$ cat src/rtl/core/mptw_pkg.sv
// Package for the multilevel page table walker: sizes, codes and the
// command and status structs between controller and datapath.
// Depends on nothing; every other file of the block but mptw_ram imports it.
package mptw_pkg;

  localparam int NUM_LEVELS       = 4;
  localparam int PAGE_OFFSET_BITS = 12;
  localparam int NUM_FRAMES       = 64;

  localparam int VA_W     = 48;
  localparam int PA_W     = 18;
  localparam int STATUS_W = 2;

  localparam int ENTRY_BITS   = PAGE_OFFSET_BITS - 3;
  localparam int ENTRIES      = 1 << ENTRY_BITS;
  localparam int IDX_FULL     = NUM_LEVELS * ENTRY_BITS;
  localparam int IDX_TOTAL    = (IDX_FULL > 64 - PAGE_OFFSET_BITS) ?
                                (64 - PAGE_OFFSET_BITS) / NUM_LEVELS : IDX_FULL;
  localparam int IDX_SIZE     = IDX_TOTAL / NUM_LEVELS;
  localparam int FRAME_W      = $clog2(NUM_FRAMES);
  localparam int ENT_W        = FRAME_W + 1;
  localparam int ADDR_W       = FRAME_W + ENTRY_BITS;
  localparam int STORE_DEPTH  = NUM_FRAMES * ENTRIES;
  localparam int NFF_W        = $clog2(NUM_FRAMES + 1);
  localparam int LVL_W        = (NUM_LEVELS > 1) ? $clog2(NUM_LEVELS) : 1;

  localparam logic REQ_TRANSLATE = 1'b0;
  localparam logic REQ_ALLOCATE  = 1'b1;

  typedef enum logic [STATUS_W-1:0] {
    RES_OK       = 2'd0,
    RES_UNMAPPED = 2'd1,
    RES_NOFRAME  = 2'd2
  } res_e;

  typedef enum logic [5:0] {
    ST_CLEAR = 6'b000001,
    ST_IDLE  = 6'b000010,
    ST_START = 6'b000100,
    ST_READ  = 6'b001000,
    ST_EVAL  = 6'b010000,
    ST_DONE  = 6'b100000
  } state_e;

  typedef struct packed {
    logic load;
    logic clr_step;
    logic root_alloc;
    logic descend;
    logic alloc_entry;
    logic next_level;
    logic finish;
    res_e res;
  } mptw_cmd_t;

  typedef struct packed {
    logic clr_last;
    logic root_present;
    logic frames_left;
    logic is_alloc;
    logic entry_valid;
    logic last_level;
    logic out_free;
  } mptw_sts_t;

endpackage

$ cat src/rtl/core/mptw_ctrl.sv
// Controller of the page table walker: sequences clearing, the walk and
// the result hand-off. Depends on mptw_pkg.
module mptw_ctrl import mptw_pkg::*; (
  input  logic      clk_i,
  input  logic      rst_ni,
  input  logic      in_valid_i,
  output logic      in_ready_o,
  input  mptw_sts_t sts_i,
  output mptw_cmd_t cmd_o
);

  state_e state_q, state_d;
  res_e   res_q, res_d;

  always_comb begin
    state_d    = state_q;
    res_d      = res_q;
    cmd_o      = '0;
    cmd_o.res  = res_q;
    in_ready_o = 1'b0;
    case (state_q)
      ST_CLEAR: begin
        cmd_o.clr_step = 1'b1;
        if (sts_i.clr_last) begin
          state_d = ST_IDLE;
        end
      end
      ST_IDLE: begin
        in_ready_o = 1'b1;
        if (in_valid_i) begin
          cmd_o.load = 1'b1;
          state_d    = ST_START;
        end
      end
      ST_START: begin
        if (sts_i.root_present) begin
          state_d = ST_READ;
        end else if (!sts_i.is_alloc) begin
          res_d   = RES_UNMAPPED;
          state_d = ST_DONE;
        end else if (!sts_i.frames_left) begin
          res_d   = RES_NOFRAME;
          state_d = ST_DONE;
        end else begin
          cmd_o.root_alloc = 1'b1;
          state_d          = ST_READ;
        end
      end
      ST_READ: begin
        state_d = ST_EVAL;
      end
      ST_EVAL: begin
        if (sts_i.entry_valid || (sts_i.is_alloc && sts_i.frames_left)) begin
          cmd_o.descend     = sts_i.entry_valid;
          cmd_o.alloc_entry = !sts_i.entry_valid;
          if (sts_i.last_level) begin
            res_d   = RES_OK;
            state_d = ST_DONE;
          end else begin
            cmd_o.next_level = 1'b1;
            state_d          = ST_READ;
          end
        end else begin
          res_d   = sts_i.is_alloc ? RES_NOFRAME : RES_UNMAPPED;
          state_d = ST_DONE;
        end
      end
      ST_DONE: begin
        if (sts_i.out_free) begin
          cmd_o.finish = 1'b1;
          state_d      = ST_IDLE;
        end
      end
      default: begin
        state_d = ST_CLEAR;
      end
    endcase
  end

  always_ff @(posedge clk_i or negedge rst_ni) begin
    if (!rst_ni) begin
      state_q <= ST_CLEAR;
      res_q   <= RES_OK;
    end else begin
      state_q <= state_d;
      res_q   <= res_d;
    end
  end

endmodule

$ cat config.mk
export PLATFORM = sky130hd
export DESIGN_NAME = mptw_ctrl
export DESIGN_NICKNAME = d
export VERILOG_FILES = /design/src/rtl/core/mptw_pkg.sv /design/src/rtl/core/mptw_ctrl.sv
export SDC_FILE = /design/constraint.sdc
export NUM_CORES = 1
export LEC_CHECK = 0
export BUFFER_PORTS_ARGS = -buffer_cell sky130_fd_sc_hd__buf_2
export CAP_MARGIN = 20
export CORE_AREA = 2 2 39 41
export CTS_BUF_LIST = sky130_fd_sc_hd__clkbuf_8
export CTS_CLUSTER_DIAMETER = 100
export CTS_CLUSTER_SIZE = 12
export DETAILED_ROUTE_END_ITERATION = 10
export DIE_AREA = 0 0 41 43
export PLACE_DENSITY = 0.61
export REMOVE_ABC_BUFFERS = 1
export SYNTH_ARGS = -nofsm -noshare
export SYNTH_HDL_FRONTEND = slang
export SYNTH_SLANG_ARGS = --single-unit
$ cat constraint.sdc
create_clock -name clk_i -period 1.99 [get_ports clk_i]
set_clock_uncertainty 0.15 [all_clocks]
set_input_delay 0.398 -clock clk_i [delete_from_list [all_inputs] [get_ports clk_i]]
set_output_delay 0.398 -clock clk_i [all_outputs]
set_load 0.01 [all_outputs]
==> results of run 1 <==
placed cells by master (no fill, tap or decap), types with 2 or more instances in the layout:
cell and n:
and2_1 2, buf_2 18, a21oi_1 2, clkbuf_8 3, inv_1 4, buf_4 11, dfrtp_1 7, o21ai_0 3
nand2_1 4, nand3b_1 2, buf_6 3, nor2_1 9, nor3_2 3
metrics by stage:
step | std cells | setup slack, ns | power (W) | utilization | hold slack [ns]
CTS | 107 | -0.1989 | 0.0008207 | 0.5606 | 0.2681
floorplan | 56 | -0.03646 | 0.0004338 | - | -0.04759
detailed placement | 100 | 0.02965 | 0.0005905 | 0.4955 | 0.1013
global route | 109 | -0.2768 | 0.0008968 | 0.5895 | 0.2805
global placement | 100 | 0.03362 | 0.0005846 | 0.4955 | 0.09965
finish | 109 | -0.1898 | 0.0008375 | 0.5895 | 0.2731
power by group:
part	total, W	internal (W)	switching, W
Clock	0.000201	0.000134	0.0000676
Combinational	0.000390	0.000204	0.000185
Sequential	0.000246	0.000216	0.0000303
metal layers:
| metal | up-vias | wire length, um | global-route usage |
|---|---|---|---|
| met2 | 17 | 689 | 0.2469 |
| met4 | 0 | 42 | 0.08000 |
| met3 | 6 | 60 | 0.06283 |
| met5 | - | 0 | 0 |
| li1 | 279 | - | - |
| met1 | 267 | 588 | 0.2392 |
worst paths after layout:
path | to | depth (start not counted)
worst min-delay path | res_q[0]$_DFFE_PN0P_ | 2
worst max register to register | res_q[1]$_DFFE_PN0P_ | 4
worst min register to register | res_q[0]$_DFFE_PN0P_ | 2
min in group asynchronous | state_q[3]$_DFFE_PN0P_ | 2
max in group asynchronous | state_q[0]$_DFFE_PN1P_ | 2
worst max-delay path | cmd_o[8] | 4
registers in the layout (all words and copies together) (netlist names):
| signal | count |
|---|---|
| state_q | 6 |
| res_q | 2 |
cell usage after synthesis, drive strengths merged:
library cell / number
a21o: 1
a21oi: 2
a311oi: 1
a31oi: 1
and2: 4
and4b: 1
dfrtp: 7
dfstp: 1
inv: 3
nand2: 4
nand2b: 1
nand3: 1
nand3b: 2
nand4b: 1
nor2: 9
nor3: 3
nor3b: 1
nor4: 1
nor4b: 1
o21ai: 3
o21bai: 1
o22a: 1
o22ai: 1
o32ai: 1
o41ai: 1
or2: 1
or4: 1
xor2: 1
cell type report:
cell class,instances,area share
Multi-Input combinational cell,45,0.3942
Timing Repair Buffer,33,0.2653
Sequential cell,8,0.2469
Clock buffer,3,0.05061
Tap cell,16,0.02454
Inverter,3,0.01380
Clock inverter,1,0.004601
cells by family after synthesis:
kind of cell,Yosys count,share of synthesized area
AND/OR/NAND/NOR,31,0.3855
AO/OA/AOI/OAI,13,0.1742
flip-flops,8,0.4005
buffers and inverters,3,0.02239
XOR/XNOR,1,0.01742
repair_timing:
| action | CTS | global route |
|---|---|---|
| resized for setup | 4 | 5 |
| gates cloned | 0 | 0 |
| hold endpoints to repair | 7 | 0 |
| setup endpoints to repair | 7 | 8 |
| hold buffers | 1 | 0 |
| pin swaps | 4 | 2 |
| setup buffers | 2 | 2 |
==> impl_metrics.env, run 1 <==
export IMPL_fp_coreArea_um2=1384
export IMPL_clock_latency_ns=0.23
export IMPL_htree_levels=1
export IMPL_setup_ws_ns=-0.1898
export IMPL_synth_top_area_share=0.3483
export IMPL_ir_worst_vdd_uv=537.6
export IMPL_tns_ns=-0.6172
export IMPL_maxSlewViolCount=0
export IMPL_min_from="sts_i[3]"
export IMPL_grt_overflow=0
export IMPL_critical_path_class="flip-flop to output port"
export IMPL_final_antenna_net_count=0
export IMPL_finalInstanceArea_um2=815.8
export IMPL_max_freq_mhz=458.8
export IMPL_p_leak_nw=0.4153
export IMPL_setup_viol=6
export IMPL_path_buf_inv=1
export IMPL_synthCells=56
export IMPL_r2r_start="state_q[1]$_DFFE_PN0P_"
export IMPL_grt_start_max_net_pins=9
export IMPL_cp_required_ns=1.44
export IMPL_initial_core_util=0.3635
export IMPL_period_share=1.095
export IMPL_drc=0
export IMPL_rsz0062_at_grt="yes"
export IMPL_first_global_vias=499
export IMPL_synth_seq_cells=8
export IMPL_drt_pass1_iter_count=4
export IMPL_port_buffers=19
export IMPL_die_height_um=43
export IMPL_yosys_warnings=0
export IMPL_wl_um=1380
export IMPL_fp_dieW_um=41
export IMPL_critPathMaxStageDelay_ns=0.57
export IMPL_setup_worst_path_start="state_q[5]$_DFFE_PN0P_"
export IMPL_synth_top_area_cell="dfrtp_1"
export IMPL_grt_usage=0.1775
export IMPL_cp_slowest_cell="or4_4"
export IMPL_fillers=128
export IMPL_cp_start_kind="flip-flop"
export IMPL_multi_input_area_um2=321.6
export IMPL_clkTransAtPathRegs_ns=0.04
export IMPL_cts_tree="done"
export IMPL_reg2reg_slack_ns=0.11
export IMPL_cts_buffers_inserted=3
export IMPL_syn_cell_area_um2=503.0
export IMPL_seq_area_frac_synth=0.4005
export IMPL_violations="setup timing"
export IMPL_cap_violations=0
export IMPL_cp_max_fo=3
export IMPL_synthDistinctLibCells=29
export IMPL_yosys_top_cells_area="dfrtp_1, nor2_1, dfstp_2"
export IMPL_cts_sinks=8
export IMPL_worstMarginPinSlew_ns=0.4547
export IMPL_hpwlAfterDp_um=983
export IMPL_grt_pass1_wl_um=2035
export IMPL_antennaDiodeCount=0
export IMPL_syn_avg_cell_area_um2=8.982
export IMPL_area_growth_synth_to_final_pct=62.19
export IMPL_hold_violations=0
export IMPL_hold_path_class="primary input to flip-flop"
export IMPL_period_minus_slack_ns=2.180
export IMPL_num_rows=14
export IMPL_drtIter0Drc=4
export IMPL_viasPerCell=5.220
export IMPL_place_area_um2=685.7
export IMPL_ios=20
export IMPL_antenna_found_initial=0
export IMPL_gp_congestion=0.6908
export IMPL_path_cells="or4_4 > nor3b_4 > and2_4 > buf_6"
export IMPL_fin_nets=104
export IMPL_clockRootBuffer="clkbuf_8"
export IMPL_status="finished, violations left"
export IMPL_worst_setup_path_end_kind="output port"
export IMPL_drive_gt1_frac=0.4946
export IMPL_crit_family="simple AND/OR/NAND/NOR gates"
export IMPL_wl_per_cell_um=12.66
export IMPL_die_area_um2=1763
export IMPL_relSlewSlack=0.6948
export IMPL_cts_buffer_depth=2
export IMPL_power_density_nw_per_um2=1027
export IMPL_cp_arrival_ns=1.63
export IMPL_final_seq_area_um2=201.4
export IMPL_vias=569
Note: power is estimated with default switching activity, not from simulation.
==> inputs of run 2 (changes only) <==
Settings changed: ABC_AREA set to 1, PLACE_DENSITY 0.61 to 0.67.
==> run 2 against run 1 <==
  * Synthesized area increased by 16%
  * Clock-buffer cell count stayed put
  * The run now ends clean
  * Highest routed layer unchanged
  * Wire length decreased by 12%
  * Largest power group unchanged
  * Sequential power about the same
  * Combinational power down 7.7%
  * Via count is 3.5% higher
  * Sequential cell count did not move
  * First-iteration DRC count up 100%
  * Clock power is essentially flat
  * Largest cell class unchanged
  * Die area stayed put
  * Fmax grew 16%
  * Global-route usage fell by 1.0 points
==> impl_metrics.env, run 2 <==
export IMPL_status="finished clean"
export IMPL_p_clk_frac=0.247
export IMPL_clock_latency_ns=0.23
export IMPL_gp_congestion=0.7762
export IMPL_yosys_top_cells_area="dfrtp_1, nand2_1, inv_1"
export IMPL_seq_power_share=0.306
export IMPL_whs_path_depth=4
export IMPL_place_area_um2=700.7
export IMPL_hpwlAfterDp_um=1002
export IMPL_layout_commonest_cell="nand2_1"
export IMPL_die_area_um2=1763
export IMPL_maxSlewViolCount=0
export IMPL_drive_gt1_frac=0.3423
export IMPL_synth_top_family_by_area="simple AND/OR/NAND/NOR gates"
export IMPL_cp_required_ns=1.44
export IMPL_period_share=0.9442
export IMPL_wl_per_cell_um=9.520
export IMPL_swShare=0.3907
export IMPL_yosys_warnings=0
export IMPL_total_power_w=0.0008063
export IMPL_synth_common_cells="nand2_1, inv_1, nor2_1"
export IMPL_critical_path_class="flip-flop to output port"
export IMPL_syn_cell_area_um2=585.6
export IMPL_top_register="state_q"
export IMPL_cts_tree="done"
export IMPL_seq_area_frac_synth=0.3440
export IMPL_hold_slack_ns=0.2629
export IMPL_drt_pass1_iter_count=4
export IMPL_fin_nets=122
export IMPL_synth_top_area_share=0.2991
export IMPL_cts_sinks=8
export IMPL_syn_avg_cell_area_um2=6.971
export IMPL_antenna_found_initial=0
export IMPL_vias=589
export IMPL_muxShareOfSynthArea=0
export IMPL_synth_ff_type="dfrtp_1"
export IMPL_layout_common_cells="nand2_1, buf_2, inv_1"
export IMPL_cp_arrival_ns=1.33
export IMPL_area_growth_synth_to_final_pct=33.76
export IMPL_synthCells=84
export IMPL_fp_coreArea_um2=1384
export IMPL_setup_ws_ns=0.1110
export IMPL_first_global_vias=506
export IMPL_power_internal_w=0.0004912
export IMPL_ff2ff_path_depth=6
export IMPL_clockRootBuffer="clkbuf_8"
export IMPL_worstMarginPinSlew_ns=0.2963
export IMPL_antennaDiodeCount=0
export IMPL_hold_violations=0
export IMPL_viasPerCell=4.638
export IMPL_p_sw_w=0.0003151
export IMPL_cp_max_fo=4
export IMPL_grt_pass1_wl_um=1952
export IMPL_htree_levels=1
export IMPL_period_minus_slack_ns=1.879
export IMPL_cts_buffer_depth=2
export IMPL_synth_seq_cells=8
export IMPL_final_antenna_net_count=0
export IMPL_initial_core_util=0.4231
export IMPL_wl_um=1209
export IMPL_num_rows=14
export IMPL_synth_adder_area_share=0
export IMPL_setup_viol=0
export IMPL_grt_usage=0.1675
export IMPL_relSlewSlack=0.8025
export IMPL_drtIter0Drc=8
export IMPL_synthDistinctLibCells=16
export IMPL_yosys_area_share_simple=0.5256
export IMPL_cts_buffers_inserted=3
export IMPL_fp_dieW_um=41
export IMPL_worst_setup_path_end_kind="output port"
export IMPL_reg_top3="state_q: 6 flops, res_q: 2 flops"
export IMPL_synth_most_common_cell="nand2_1"
export IMPL_synth_edff_count=0
export IMPL_grt_overflow=0
export IMPL_fillers=140
export IMPL_ios=20
export IMPL_grt_start_max_net_pins=9
export IMPL_cp_start_kind="flip-flop"
export IMPL_synth_xor_area_frac=0
export IMPL_power_density_nw_per_um2=1029
export IMPL_p_leak_nw=0.4858
export IMPL_cap_violations=0
export IMPL_place_ws_ns=0.3156
export IMPL_drc=0
export IMPL_finalInstanceArea_um2=783.3
export IMPL_ys_async_sr_fraction=1.000
export IMPL_synth_compound_area_frac=0.03419
export IMPL_hold_path_class="primary input to flip-flop"
export IMPL_synth_top_area_cell="dfrtp_1"
export IMPL_ir_worst_vdd_uv=635.6
export IMPL_largest_reg_flops=6
export IMPL_comb_power_share=0.447
export IMPL_max_freq_mhz=532.2
export IMPL_clkTransAtPathRegs_ns=0.04
export IMPL_port_buffers=19
export IMPL_die_height_um=43
-- run 2: logic make-up after synthesis --
logic type / after synthesis
compound gates: 4
buf+inv: 15
flops: 8
simple gates: 57
-- run 2: what timing repair did --
action / in CTS / in global routing
hold buffers: 1 / 0
setup buffers: 0 / 3
gates resized for setup: 0 / 2
endpoints found under the hold margin: 7 / 0
setup endpoints to repair: 0 / 2
-- run 2: worst paths after layout --
path	startpoint	to	slack, ns
min in group asynchronous	rst_ni	state_q[4]$_DFFE_PN0P_	0.38
min reg2reg	res_q[0]$_DFFE_PN0P_	res_q[0]$_DFFE_PN0P_	0.36
max in group asynchronous	rst_ni	state_q[0]$_DFFE_PN1P_	1.07
max reg2reg	state_q[0]$_DFFE_PN1P_	state_q[1]$_DFFE_PN0P_	0.63
max	state_q[1]$_DFFE_PN0P_	cmd_o[4]	0.11
min	sts_i[6]	state_q[0]$_DFFE_PN1P_	0.26
-- run 2: area by class of cell --
class | instances | area [um^2] | share of cell area
Multi-Input combinational cell | 61 | 332.8 | 0.4249
Tap cell | 16 | 20.02 | 0.02556
Clock inverter | 1 | 3.754 | 0.004792
Timing Repair Buffer | 23 | 127.6 | 0.1629
Clock buffer | 3 | 41.29 | 0.05272
Inverter | 15 | 56.30 | 0.07189
Sequential cell | 8 | 201.4 | 0.2572
-- run 2: worst max-delay path, cell delays in order (launching register included) --
cell and delay (ns):
dfrtp_1 0.41, nor2_4 0.19, nand3_1 0.19, nor3_1 0.17, buf_2 0.15
-- run 2: per-layer routing --
| metal | GRT usage | up-vias | wire length, um |
|---|---|---|---|
| li1 | - | 311 | - |
| met1 | 0.2533 | 264 | 596 |
| met2 | 0.2125 | 12 | 547 |
| met3 | 0.04712 | 2 | 54 |
| met4 | 0.08000 | 0 | 10 |
| met5 | 0 | - | 0 |
-- run 2: power groups by stage --
stage,Combinational [W],Clock (W),Sequential [W]
2_1_floorplan,0.000239,0,0.000250
3_3_place_gp,0.000324,0,0.000246
3_5_place_dp,0.000326,0,0.000247
4_1_cts,0.000328,0.000206,0.000246
5_1_grt,0.000409,0.000209,0.000251
6_report,0.000360,0.000199,0.000246
-- run 2: metrics by stage --
step | util | setup TNS, ns | std cells
3_3_place_gp | 0.5063 | 0 | 119
5_1_grt | 0.5660 | -0.001649 | 127
4_1_cts | 0.5461 | 0 | 124
2_1_floorplan | - | 0 | 84
3_5_place_dp | 0.5063 | 0 | 119
6_report | 0.5660 | 0 | 127
==> inputs of run 3 (changes only) <==
Settings changed: BUFFER_PORTS_ARGS -buffer_cell sky130_fd_sc_hd__buf_2 to -buffer_cell sky130_fd_sc_hd__clkbuf_2.
==> run 3 against run 2 <==
  * Sequential cell count is the same
  * Critical path type unchanged
  * Sequential share of layout area is 1.0 points lower
  * Sequential power barely moved
==> impl_metrics.env, run 3 (synthesis results as in run 2) <==
export IMPL_vias=596
export IMPL_crit_family="simple AND/OR/NAND/NOR gates"
export IMPL_wl_per_cell_um=10.01
export IMPL_worst_setup_path_end_kind="output port"
export IMPL_cp_max_fo=4
export IMPL_grt_overflow=0
export IMPL_hold_violations=0
export IMPL_grt_start_max_net_pins=9
export IMPL_fp_dieW_um=41
export IMPL_hold_slack_ns=0.2558
export IMPL_critical_path_class="flip-flop to output port"
export IMPL_stdcell_count=130
export IMPL_cp_start_kind="flip-flop"
export IMPL_cts_sinks=8
export IMPL_place_ws_ns=0.2823
export IMPL_layout_commonest_cell="nand2_1"
export IMPL_antenna_found_initial=0
export IMPL_critPathMaxStageDelay_ns=0.42
export IMPL_cts_tree="done"
export IMPL_relSlewSlack=0.8029
export IMPL_htree_levels=1
export IMPL_cp_slowest_cell="dfrtp_1"
export IMPL_drt_pass1_iter_count=4
export IMPL_initial_core_util=0.4231
export IMPL_viasPerCell=4.585
export IMPL_grt_usage=0.1631
export IMPL_clkTransAtPathRegs_ns=0.05
export IMPL_largest_reg_flops=6
export IMPL_final_antenna_net_count=0
export IMPL_hold_path_class="primary input to flip-flop"
export IMPL_grtUsageMet1=0.2285
export IMPL_antennaDiodeCount=0
export IMPL_area_growth_synth_to_final_pct=40.17
export IMPL_grt_pass1_wl_um=1945
export IMPL_die_area_um2=1763
export IMPL_worstMarginPinSlew_ns=0.2956
export IMPL_ir_worst_vdd_uv=791.5
export IMPL_drtIter0Drc=13
export IMPL_gp_congestion=0.7241
export IMPL_layout_common_cells="nand2_1, clkbuf_2, inv_1"
export IMPL_cap_violations=0
export IMPL_maxSlewViolCount=0
export IMPL_clockRootBuffer="clkbuf_8"
export IMPL_setup_ws_ns=0.06057
export IMPL_status="finished clean"
export IMPL_max_freq_mhz=518.3
export IMPL_path_cells="nor2_4 > buf_6 > nand2_4 > nor2_8 > nand3_2 > inv_1 > clkbuf_2"
export IMPL_cp_required_ns=1.44
export IMPL_placedCellCount=119
export IMPL_tns_ns=0
export IMPL_hpwlAfterDp_um=963.5
export IMPL_gr_usage_met3=0.06283
export IMPL_reg_top3="state_q: 6 flops, res_q: 2 flops"
export IMPL_ios=20
export IMPL_cp_arrival_ns=1.38
export IMPL_num_rows=14
export IMPL_period_minus_slack_ns=1.929
export IMPL_port_buffers=19
export IMPL_top_register="state_q"
export IMPL_total_power_w=0.0008194
export IMPL_cts_buffer_depth=2
export IMPL_drive_gt1_frac=0.3772
export IMPL_grtUsageMet2=0.2313
export IMPL_wl_um=1301
export IMPL_grt_busiest_layer="met2"
export IMPL_cts_buffers_inserted=3
export IMPL_fin_nets=125
export IMPL_p_leak_nw=0.4998
export IMPL_drc=0
export IMPL_setup_viol=0
export IMPL_die_height_um=43
export IMPL_first_global_vias=500
export IMPL_period_share=0.9696
export IMPL_path_buf_inv=3
export IMPL_clock_latency_ns=0.23
export IMPL_fp_coreArea_um2=1384
export IMPL_power_density_nw_per_um2=998.3
run 3: metrics by stage:
| stage | utilization | area [um^2] |
|---|---|---|
| floorplan | - | 585.6 |
| global placement | 0.5063 | 700.7 |
| detailed placement | 0.5063 | 700.7 |
| CTS | 0.5461 | 755.7 |
| global route | 0.5931 | 820.8 |
| finish | 0.5931 | 820.8 |
run 3: power breakdown:
group          total (W)  switching (W)  internal (W)
Combinational   0.000370       0.000217      0.000154
Clock           0.000202      0.0000683      0.000134
Sequential      0.000247      0.0000364      0.000210
run 3: repair_timing:
action                     in CTS  in global routing
gates resized for setup         0                  6
hold endpoints to repair        7                  0
setup endpoints to repair       0                  3
hold buffers                    1                  0
buffers inserted                0                  6
run 3: area by class of cell:
type,count,area [um^2]
multi-input combinational,61,342.8
clock buffer,3,41.29
clock inverter,1,3.754
fill,138,563.0
sequential,8,202.7
timing repair buffer,26,153.9
tap,16,20.02
inverter,15,56.30
run 3: tightest hold or removal path, stage by stage:
cell      delay [ns]
clkbuf_2        0.07
inv_1           0.03
nand2_1         0.07
nand2_1         0.05
run 3: final timing paths:
| path | end | slack [ns] | from | cells after the start |
|---|---|---|---|---|
| max | cmd_o[3] | 0.06 | state_q[1]$_DFFE_PN0P_ | 7 |
| min | state_q[0]$_DFFE_PN1P_ | 0.26 | sts_i[6] | 4 |
| max reg2reg | res_q[1]$_DFFE_PN0P_ | 0.50 | state_q[1]$_DFFE_PN0P_ | 8 |
| min reg2reg | res_q[1]$_DFFE_PN0P_ | 0.37 | res_q[1]$_DFFE_PN0P_ | 2 |
| max in group asynchronous | state_q[0]$_DFFE_PN1P_ | 1.03 | rst_ni | 2 |
| min in group asynchronous | state_q[2]$_DFFE_PN0P_ | 0.39 | rst_ni | 2 |
run 3: routing by layer:
metal,wire length (um),part of all wire
met1,623,0.48
met2,634,0.49
met3,42,0.032
met4,0,0
met5,0,0
